===== config.mk =====
export PLATFORM = sky130hd
export DESIGN_NAME = positional_ordered_list
export DESIGN_NICKNAME = d
export VERILOG_FILES = /design/src/rtl/pol_pkg.sv /design/src/rtl/positional_ordered_list.sv /design/src/rtl/pol_cell.sv
export SDC_FILE = /design/constraint.sdc
export NUM_CORES = 1
export LEC_CHECK = 0
export BUFFER_PORTS_ARGS = -buffer_cell sky130_fd_sc_hd__buf_2
export CORE_ASPECT_RATIO = 0.9
export CORE_MARGIN = 10
export CORE_UTILIZATION = 30
export CTS_CLUSTER_SIZE = 28
export DETAILED_ROUTE_END_ITERATION = 8
export MAX_ROUTING_LAYER = met4
export PLACE_DENSITY = 0.54
export SYNTH_ARGS = -nofsm -noshare
export SYNTH_HDL_FRONTEND = slang
export SYNTH_SLANG_ARGS = --single-unit

===== constraint.sdc =====
create_clock -name clock -period 8.6 [get_ports clock]
set_input_delay 0.43 -clock clock [delete_from_list [all_inputs] [get_ports clock]]
set_output_delay 0.43 -clock clock [all_outputs]
set_load 0.1 [all_outputs]

===== src/rtl/pol_pkg.sv =====
// ----------------------------------------------------------------------------
// pol_pkg: shared types and codes for the positional ordered list
// Holds the request and response payload structs, the request and status
// codes, and the control word that is broadcast to every list cell.
// ----------------------------------------------------------------------------
`default_nettype none

package pol_pkg;

   localparam int VAL_W = 32;
   localparam int POS_W = 5;
   localparam int REQ_W = 2;
   localparam int ST_W  = 2;

   localparam logic [REQ_W-1:0] REQ_INSERT = 2'd0;
   localparam logic [REQ_W-1:0] REQ_DELETE = 2'd1;
   localparam logic [REQ_W-1:0] REQ_DUMP   = 2'd2;

   localparam logic [ST_W-1:0] ST_OK     = 2'd0;
   localparam logic [ST_W-1:0] ST_BADPOS = 2'd1;
   localparam logic [ST_W-1:0] ST_FULL   = 2'd2;
   localparam logic [ST_W-1:0] ST_EMPTY  = 2'd3;

   typedef struct packed {
      logic [REQ_W-1:0]        req_type;
      logic signed [VAL_W-1:0] value;
      logic [POS_W-1:0]        position;
   } pol_req_type;

   typedef struct packed {
      logic [ST_W-1:0]         status;
      logic signed [VAL_W-1:0] element;
      logic [POS_W-1:0]        count;
      logic                    last;
   } pol_rsp_type;

   typedef enum logic [1:0] {
      CELL_HOLD,
      CELL_INSERT,
      CELL_DELETE,
      CELL_ROTATE
   } cell_op_type;

   // pos0 is the zero-based list position of an insert or delete.
   typedef struct packed {
      cell_op_type             op;
      logic [POS_W-1:0]        pos0;
      logic signed [VAL_W-1:0] value;
   } cell_ctrl_type;

endpackage

`default_nettype wire


===== src/rtl/positional_ordered_list.sv =====
// ----------------------------------------------------------------------------
// positional_ordered_list: bounded ordered list in a chain of shift cells
// Inserts and deletes at a one-based position and dumps the list in order.
// ----------------------------------------------------------------------------
//
//   Channel   Direction  Ports                           Moves
//   req       in         req_valid/req_ready/req_payload  one request
//   rsp       out        rsp_valid/rsp_ready/rsp_payload  one result
//
// On an insert or delete every cell shifts or holds on its own index, and
// the single result lands in the output register, both at the accept edge.
// A dump of N elements gives no result when it is accepted, then one result
// a cycle while the rsp side does not stall, read from the first cell while
// the first N cells rotate by one. After N rotations the list is back in its original order.
// Reset clears the element count and the output valid; cell contents are
// not reset. A stalled rsp side holds the output register and blocks new
// requests and further dump results until the transfer completes.
// ----------------------------------------------------------------------------
`default_nettype none

module positional_ordered_list #(
   parameter int DEPTH = 16
) (
   input  wire                  clock,
   input  wire                  reset,
   input  wire                  req_valid,
   output logic                 req_ready,
   input  pol_pkg::pol_req_type req_payload,
   output logic                 rsp_valid,
   input  wire                  rsp_ready,
   output pol_pkg::pol_rsp_type rsp_payload
);
   import pol_pkg::*;

   localparam int IDX_W = (DEPTH > 1) ? $clog2(DEPTH) : 1;
   localparam int CNT_W = $clog2(DEPTH + 1);
   localparam int CMP_W = ((CNT_W > POS_W) ? CNT_W : POS_W) + 1;

   // Control state.
   logic [CNT_W-1:0] count_ff, count_in;
   logic             dump_ff, dump_in;
   logic [CNT_W-1:0] left_ff, left_in;
   logic             rsp_valid_ff, rsp_valid_in;
   // Output payload register.
   pol_rsp_type      rsp_ff, rsp_in;

   cell_ctrl_type           ctrl;
   logic signed [VAL_W-1:0] cell_q [DEPTH];
   logic [IDX_W-1:0]        last_idx;

   logic             out_free;
   logic             req_fire;
   logic [CMP_W-1:0] pos_ext;
   logic [CMP_W-1:0] cnt_ext;
   logic             is_full;

   assign out_free  = !rsp_valid_ff || rsp_ready;
   assign req_ready = !dump_ff && out_free;
   assign req_fire  = req_valid && req_ready;
   assign pos_ext   = CMP_W'(req_payload.position);
   assign cnt_ext   = CMP_W'(count_ff);
   assign is_full   = (count_ff == CNT_W'(DEPTH));
   // Highest occupied cell, used by the rotation during a dump.
   assign last_idx  = IDX_W'(count_ff - CNT_W'(1));

   always_comb begin
      count_in     = count_ff;
      dump_in      = dump_ff;
      left_in      = left_ff;
      rsp_valid_in = rsp_valid_ff && !rsp_ready;
      rsp_in       = rsp_ff;
      ctrl.op      = CELL_HOLD;
      ctrl.pos0    = req_payload.position - POS_W'(1);
      ctrl.value   = req_payload.value;

      if (req_fire) begin
         rsp_in.element = '0;
         rsp_in.last    = 1'b1;
         priority if (req_payload.req_type == REQ_INSERT) begin
            rsp_valid_in = 1'b1;
            rsp_in.count = POS_W'(count_ff);
            if (is_full) begin
               rsp_in.status = ST_FULL;
            end else if (pos_ext == '0 || pos_ext > cnt_ext + CMP_W'(1)) begin
               rsp_in.status = ST_BADPOS;
            end else begin
               rsp_in.status = ST_OK;
               ctrl.op       = CELL_INSERT;
               count_in      = count_ff + CNT_W'(1);
               rsp_in.count  = POS_W'(count_ff + CNT_W'(1));
            end
         end else if (req_payload.req_type == REQ_DELETE) begin
            rsp_valid_in = 1'b1;
            rsp_in.count = POS_W'(count_ff);
            if (pos_ext == '0 || pos_ext > cnt_ext) begin
               rsp_in.status = ST_BADPOS;
            end else begin
               rsp_in.status = ST_OK;
               ctrl.op       = CELL_DELETE;
               count_in      = count_ff - CNT_W'(1);
               rsp_in.count  = POS_W'(count_ff - CNT_W'(1));
            end
         end else if (req_payload.req_type == REQ_DUMP) begin
            if (count_ff == '0) begin
               rsp_valid_in  = 1'b1;
               rsp_in.status = ST_EMPTY;
               rsp_in.count  = '0;
            end else begin
               // Results follow from the dump walk; none in this cycle.
               dump_in = 1'b1;
               left_in = count_ff;
            end
         end else begin
            // Undefined request code: taken and dropped without a result.
            rsp_in = rsp_ff;
         end
      end else if (dump_ff && out_free) begin
         // Emit the head cell and rotate the occupied cells by one.
         rsp_valid_in   = 1'b1;
         rsp_in.status  = ST_OK;
         rsp_in.element = cell_q[0];
         rsp_in.count   = POS_W'(count_ff);
         rsp_in.last    = (left_ff == CNT_W'(1));
         ctrl.op        = CELL_ROTATE;
         left_in        = left_ff - CNT_W'(1);
         if (left_ff == CNT_W'(1)) begin
            dump_in = 1'b0;
         end
      end
   end

   always_ff @(posedge clock) begin
      if (reset) begin
         count_ff     <= '0;
         dump_ff      <= 1'b0;
         left_ff      <= '0;
         rsp_valid_ff <= 1'b0;
      end else begin
         count_ff     <= count_in;
         dump_ff      <= dump_in;
         left_ff      <= left_in;
         rsp_valid_ff <= rsp_valid_in;
      end
      rsp_ff <= rsp_in;
   end

   // The cell chain. The first cell has no left neighbor and the last cell
   // no right neighbor; those inputs are never selected for a live element.
   for (genvar g = 0; g < DEPTH; g++) begin : g_cell
      logic signed [VAL_W-1:0] left_v;
      logic signed [VAL_W-1:0] right_v;

      if (g == 0) begin : g_first
         assign left_v = req_payload.value;
      end else begin : g_mid_l
         assign left_v = cell_q[g-1];
      end
      if (g == DEPTH - 1) begin : g_last
         assign right_v = cell_q[g];
      end else begin : g_mid_r
         assign right_v = cell_q[g+1];
      end

      pol_cell #(
         .IDX_W(IDX_W)
      ) u_cell (
         .clock      (clock),
         .ctrl       (ctrl),
         .idx        (IDX_W'(g)),
         .last_idx   (last_idx),
         .left_value (left_v),
         .right_value(right_v),
         .wrap_value (cell_q[0]),
         .value      (cell_q[g])
      );
   end

   assign rsp_valid   = rsp_valid_ff;
   assign rsp_payload = rsp_ff;

endmodule

`default_nettype wire


===== src/rtl/pol_cell.sv =====
// ----------------------------------------------------------------------------
// pol_cell: one storage cell of the list chain
// Holds one element and picks its next value from itself, its neighbors,
// the new value or the wrap value, using only its own index.
// ----------------------------------------------------------------------------
`default_nettype none

module pol_cell #(
   parameter int IDX_W = 4
) (
   input  wire                             clock,
   input  pol_pkg::cell_ctrl_type          ctrl,
   input  wire [IDX_W-1:0]                 idx,
   input  wire [IDX_W-1:0]                 last_idx,
   input  wire signed [pol_pkg::VAL_W-1:0] left_value,
   input  wire signed [pol_pkg::VAL_W-1:0] right_value,
   input  wire signed [pol_pkg::VAL_W-1:0] wrap_value,
   output logic signed [pol_pkg::VAL_W-1:0] value
);
   import pol_pkg::*;

   localparam int CW = ((IDX_W > POS_W) ? IDX_W : POS_W) + 1;

   logic signed [VAL_W-1:0] value_ff;
   logic signed [VAL_W-1:0] value_in;
   logic [CW-1:0]           idx_ext;
   logic [CW-1:0]           pos_ext;

   assign idx_ext = CW'(idx);
   assign pos_ext = CW'(ctrl.pos0);

   always_comb begin
      value_in = value_ff;
      unique case (ctrl.op)
         CELL_HOLD: begin
            value_in = value_ff;
         end
         CELL_INSERT: begin
            if (idx_ext == pos_ext) begin
               value_in = ctrl.value;
            end else if (idx_ext > pos_ext) begin
               value_in = left_value;
            end
         end
         CELL_DELETE: begin
            if (idx_ext >= pos_ext) begin
               value_in = right_value;
            end
         end
         CELL_ROTATE: begin
            if (idx == last_idx) begin
               value_in = wrap_value;
            end else if (idx < last_idx) begin
               value_in = right_value;
            end
         end
         default: begin
            value_in = value_ff;
         end
      endcase
   end

   always_ff @(posedge clock) begin
      value_ff <= value_in;
   end

   assign value = value_ff;

endmodule

`default_nettype wire


# Yosys cells after proc, flatten, opt, wreduce, memory -nomap -nowiden
# Index checks and enable logic that the tools add are counted.
# totals
out_inout_bits	42
elab_cells	355
inputBits	43
register_bits	564
# op_classes
magnitude_cmp	48
n_bitwise	2
add_sub_neg	5
n_mux	144
n_eq_ne	91
reduce_logical	41
# ops
operator	n
2-to-1 mux 32 bit	81
one-hot mux 32 bit (3 select lines)	15
inequality test 3 x 1 -> 1 bit (second input constant)	30
2-to-1 mux 40 bit	2
2-to-1 mux 5 bit	15
one-hot mux 32 bit (2 select lines)	1
AND reduction 4 bit	14
== test 4 x 5 -> 1 bit (first input constant)	8
> comparator 4 x 5 -> 1 bit (first input constant)	8
inequality test 2 x 1 -> 1 bit (second input constant)	18
greater-or-equal comparator 4 x 5 -> 1 bit (first input constant)	7
== test 4 bit (first input constant)	8
< comparator 4 bit (first input constant)	7
== test 3 x 5 -> 1 bit (first input constant)	4
greater-or-equal comparator 3 x 5 -> 1 bit (first input constant)	4
> comparator 3 x 5 -> 1 bit (first input constant)	4
2-to-1 mux 1 bit	20
2-to-1 mux 2 bit	10
== test 3 x 4 -> 1 bit (first input constant)	4
< comparator 3 x 4 -> 1 bit (first input constant)	4
subtractor 5 x 1 -> 5 bit (second input constant)	3
zero test 6 bit	2
== test 2 x 5 -> 1 bit (first input constant)	2
greater-or-equal comparator 1 x 5 -> 1 bit (first input constant)	2
other kinds (31)	58

# Logic depth before layout (Yosys ltp)
# depth
word_depth	11
mapped_depth	13
depth_no_buf	10

# Cells and area by module
# A second synthesis with hierarchy kept.
# unflattened
cells_unflattened	3431
area_unflattened_um2	38762.2
# by_module_without_submodules
mod	cells_per_inst	instances	area_each_um2	seq_area_each_um2
pol_cell at g_cell[12].u_cell ...	214	9	2399.8	960.9
pol_cell at g_cell[0].u_cell ...	176	7	2043.2	960.9
positional_ordered_list	273	1	2861.5	1441.4

# Least setup slack after synthesis
# OpenSTA, ideal clock, no wires.
# synth_timing
kind	reg2reg
start	register count_ff[0]
end	register g_cell[10].u_cell.value_ff[0], enable pin
n_path_buf	2
setup_time_ns	0.501
synth_period_minus_slack_ns	6.360
required_ns	8.099
path_stages_with_launch	13
setup_slack_ns	2.240
arrival_ns	5.858
cell_sequence	dfxtp_1 > buf_4 > clkinv_1 > ha_1 > clkbuf_1 > clkinv_1 > ha_1 > nor2b_1 > o21ai_0 > a32oi_1 > a21boi_2 > o21ai_2 > nor4_1
# synth_between
elab_chain_len	10
word_cells_on_any_way	24
classes_between	2 x add/sub; 3 x order compare; 8 x eq/ne; 6 x mux; 1 x bitwise; 4 x reduce/logical
# synth_rtl
element	line_no	rtl
from (decl)	positional_ordered_list.sv:40	logic [CNT_W-1:0] count_ff, count_in;
from (signal assigned)	positional_ordered_list.sv:139	count_ff <= count_in;
adder 5 x 1 -> 6 bit	positional_ordered_list.sv:84	end else if (pos_ext == '0 || pos_ext > cnt_ext + CMP_W'(1)) begin
> comparator 5 x 6 -> 1 bit	positional_ordered_list.sv:84	
logical OR 1 bit	positional_ordered_list.sv:84	
2-to-1 mux 1 bit	positional_ordered_list.sv:84	
2-to-1 mux 1 bit	positional_ordered_list.sv:82	if (is_full) begin
2-to-1 mux 2 bit	positional_ordered_list.sv:79	priority if (req_payload.req_type == REQ_INSERT) begin
2-to-1 mux 2 bit	positional_ordered_list.sv:76	if (req_fire) begin
== test 2 bit, or another cell as far along	pol_cell.sv:34	unique case (ctrl.op)
inequality test 3 x 1 -> 1 bit (no line), or another cell as far along	-	
AND reduction 4 bit (no line) (*)	-	
to (signal assigned)	pol_cell.sv:64	value_ff <= value_in;
to (decl)	pol_cell.sv:24	logic signed [VAL_W-1:0] value_ff;
# Mark *: on every way between the ends. The rest lies on a longest branch, timed or not.
# A chain may end at the register's enable or synchronous reset.

# Final worst setup path
# layout_timing
start	register count_ff[0]
end	register g_cell[11].u_cell.value_ff[5], enable pin
# layout_between
elab_chain_len	10
word_cells_on_any_way	24
classes_between	2 x add/sub; 3 x order compare; 8 x eq/ne; 6 x mux; 1 x bitwise; 4 x reduce/logical
# layout_rtl
element	line_no
adder 5 x 1 -> 6 bit	positional_ordered_list.sv:84
> comparator 5 x 6 -> 1 bit	positional_ordered_list.sv:84
logical OR 1 bit	positional_ordered_list.sv:84
2-to-1 mux 1 bit	positional_ordered_list.sv:84
2-to-1 mux 1 bit	positional_ordered_list.sv:82
2-to-1 mux 2 bit	positional_ordered_list.sv:79
2-to-1 mux 2 bit	positional_ordered_list.sv:76
== test 2 bit, or another cell as far along	pol_cell.sv:34
inequality test 3 x 1 -> 1 bit (no line), or another cell as far along	-
AND reduction 4 bit (no line) (*)	-
to (signal assigned)	pol_cell.sv:64
to (decl)	pol_cell.sv:24
# Marked as above.

==> reports/results.ini <==
[global_route]
antenna_found_initial=5
grt-ovfl-total=0
grt_pass1_wl_um=168100
grt_pass1_vias=24400
grt_max_degree=195
grt_usage_pct=18.34

[clock_network]
cts_made_buffers=67
clk_pin_slew_ps=60
htreeDepth=3
ctsLongestPathBuffers=3
cts_sinks=564
cts_tree=done
postCtsHoldBufs=0
cts_resized=0
insertion_delay_ps=640
root_buffer=clkbuf_16
post-cts-setup-buffers=0

[worst_setup_path]
rr_worst_depth=11
path_max_fanout=17
path_class=reg -> reg
critPathArrivalTime_ps=5710
start_kind=register
reg2reg_slack_ps=3200
crit_required_ps=8900
end_kind=register
rr_endpoint=g_cell[11].u_cell.value[5]$_DFFE_PP_
reg2reg_from=count_ff[0]$_SDFFE_PP0P_

[timing]
clock.fmax_mhz=185.0
final-hold-violation-count=0
layout_min_cycle_time_ps=5405
rsz0062_at_grt=false
fin_crit_sh_pct=62.85
slew_headroom_pct=18.72
final-setup-viol-count=0
slew_violations=0
finalSetupTns_ps=0
worst_pin_slew_ps=1215
fin_worst_skew_ps=36.49
hold_ws_ps=112.4

[hold_path]
hold_start=req_valid
min_to=rsp_valid$_SDFF_PP0_
min_path_cells=3
hold_class=in -> reg

[floorplanning]
coreArea_um2=107300
io_pins=85
dieArea_um2=121500
num_rows=114
initial_core_util_pct=30.18
fp.dieH_um=331.7
die_w_um=366.3

[drt]
viasPerCell=5.887
drcViolationCount=0
antenna_left=0
dr.first_iter.drc_count=3188
first_pass_iters=5
wl_per_cell_um=26.69
drt-total-wl_um=113300
vias=25000

[synthesis]
netlist.top_cell.by_area=edfxtp_1
synth_fp_nets=2911
synth_edf_count=552
ys_types=79
synth_cells=2844
synthArstFlopShare_pct=0
avgSynthCellArea_um2=11.38
ys_seq_area_share_pct=51.94
yosys-top-cells-count=552 x edfxtp_1, 379 x mux2i_1, 311 x a221o_1, 267 x nand2_1, 256 x nor2_1
synth_ff_type=edfxtp_1
yosysTopAreaCellShare_pct=51.20
synth.area.top_cells=edfxtp_1 51%, mux2i_1 12%, a221o_1 9.6%, nand2_1 3.1%, nor2_1 3.0%
synth_seq_cells=564
yosysMostFrequentCell=edfxtp_1
post_synth_instance_area_um2=32380
yosysWarnings=0

[job]
drv_cap=0

[final_layout]
syn_to_final_growth_pct=10.91
nNetsFinal=2813
drive_above_1_share_pct=10.88
final_util_pct=33.48

[power]
power.density_nw_per_um2=199.4
p_total_mw=7.160
peakVddDrop_mv=0.1796
p_leak_nw=13.41

[placed_design]
hpwl_um=61280
finalWeightedCongestion=0.8517
port_buffers=84

[status]
status=complete, no violations

==> power by group <==
group          switching (mW)  internal, mW
clock                    1.22          1.49
combinational           0.783         0.338
sequential             0.0884          3.24
==> flip-flops by register name, summed over array words and instances (netlist names) <==
name,count
count_ff,5
rsp_valid,1
rsp_payload,40
g_cell.u_cell.value,512
left_ff,5
dump_ff,1
==> layout make-up <==
class | instances | area [um2]
Timing Repair Buffer | 134 | 820.8
Inverter | 59 | 221.5
Fill cell | 10920 | 71360
Antenna cell | 3 | 7.507
Sequential cell | 564 | 16820
Clock buffer | 90 | 1784
Tap cell | 1450 | 1814
Multi-Input combinational cell | 1920 | 14260
Clock inverter | 26 | 185.2
==> cells by family (layout without fill, tap and decap cells) <==
logic type	Yosys count	count (layout)	share of synthesized area, %
compound gates	755	755	18.63
xor+xnor	7	7	0.1894
fa+ha+maj	24	24	0.9275
buf+inv	360	309	5.190
flops	564	564	51.94
mux	419	419	13.11
other cells	0	3	0
simple gates	715	715	10.02
==> worst max path at each step <==
stage | end | slack, ps | cells past startpoint | start
after CTS | g_cell[11].u_cell.value[5]$_DFFE_PP_ | 3260 | 11 | count_ff[0]$_SDFFE_PP0P_
after global placement | g_cell[11].u_cell.value[31]$_DFFE_PP_ | 3340 | 11 | count_ff[0]$_SDFFE_PP0P_
after floorplan | g_cell[10].u_cell.value[0]$_DFFE_PP_ | 2240 | 12 | count_ff[0]$_SDFFE_PP0P_
after global routing | g_cell[11].u_cell.value[1]$_DFFE_PP_ | 2890 | 11 | count_ff[0]$_SDFFE_PP0P_
after detailed placement | g_cell[11].u_cell.value[31]$_DFFE_PP_ | 3260 | 11 | count_ff[0]$_SDFFE_PP0P_
final | g_cell[11].u_cell.value[5]$_DFFE_PP_ | 3200 | 11 | count_ff[0]$_SDFFE_PP0P_
==> metal layers <==
layer / share of wire (%) / up-vias / track usage (%)
li1: - / 10830 / -
met1: 46 / 12750 / 26.29
met2: 43 / 1236 / 26.41
met3: 8.5 / 183 / 3.159
met4: 2.4 / 0 / 4.943
met5: 0 / - / -
==> worst max-delay path, stage by stage, from the launching register on <==
cell and delay, ps:
dfxtp_1 660, clkinv_1 430, ha_1 540, clkinv_1 250, ha_1 370, nor2b_1 140, o21ai_0 230, a32oi_1 170
a21boi_2 420, o21ai_4 340, nor3_4 1030, buf_4 450
==> per-stage QoR <==
| step | instances | setup WS, ps | area, um2 |
|---|---|---|---|
| after floorplan | 2844 | 2240 | 32380 |
| after global placement | 4127 | 3338 | 33930 |
| after detailed placement | 4127 | 3264 | 33930 |
| after CTS | 4243 | 3257 | 35900 |
| after global routing | 4245 | 2887 | 35900 |
| final | 4246 | 3195 | 35910 |
==> cells in the final DEF, fill, tap and decap left out, types with 24 or more instances in the layout <==
| cell | instances |
|---|---|
| buf_2 | 84 |
| a21oi_1 | 69 |
| nor3b_1 | 33 |
| nand2_1 | 253 |
| clkbuf_16 | 68 |
| mux2_1 | 34 |
| o21ai_0 | 146 |
| a22oi_1 | 99 |
| inv_1 | 54 |
| buf_4 | 48 |
| o221ai_1 | 34 |
| nor2_1 | 250 |
| edfxtp_1 | 552 |
| mux2i_1 | 379 |
| a221o_1 | 311 |
| ha_1 | 24 |
| and2_1 | 69 |
(Power assumes the default switching activity.)
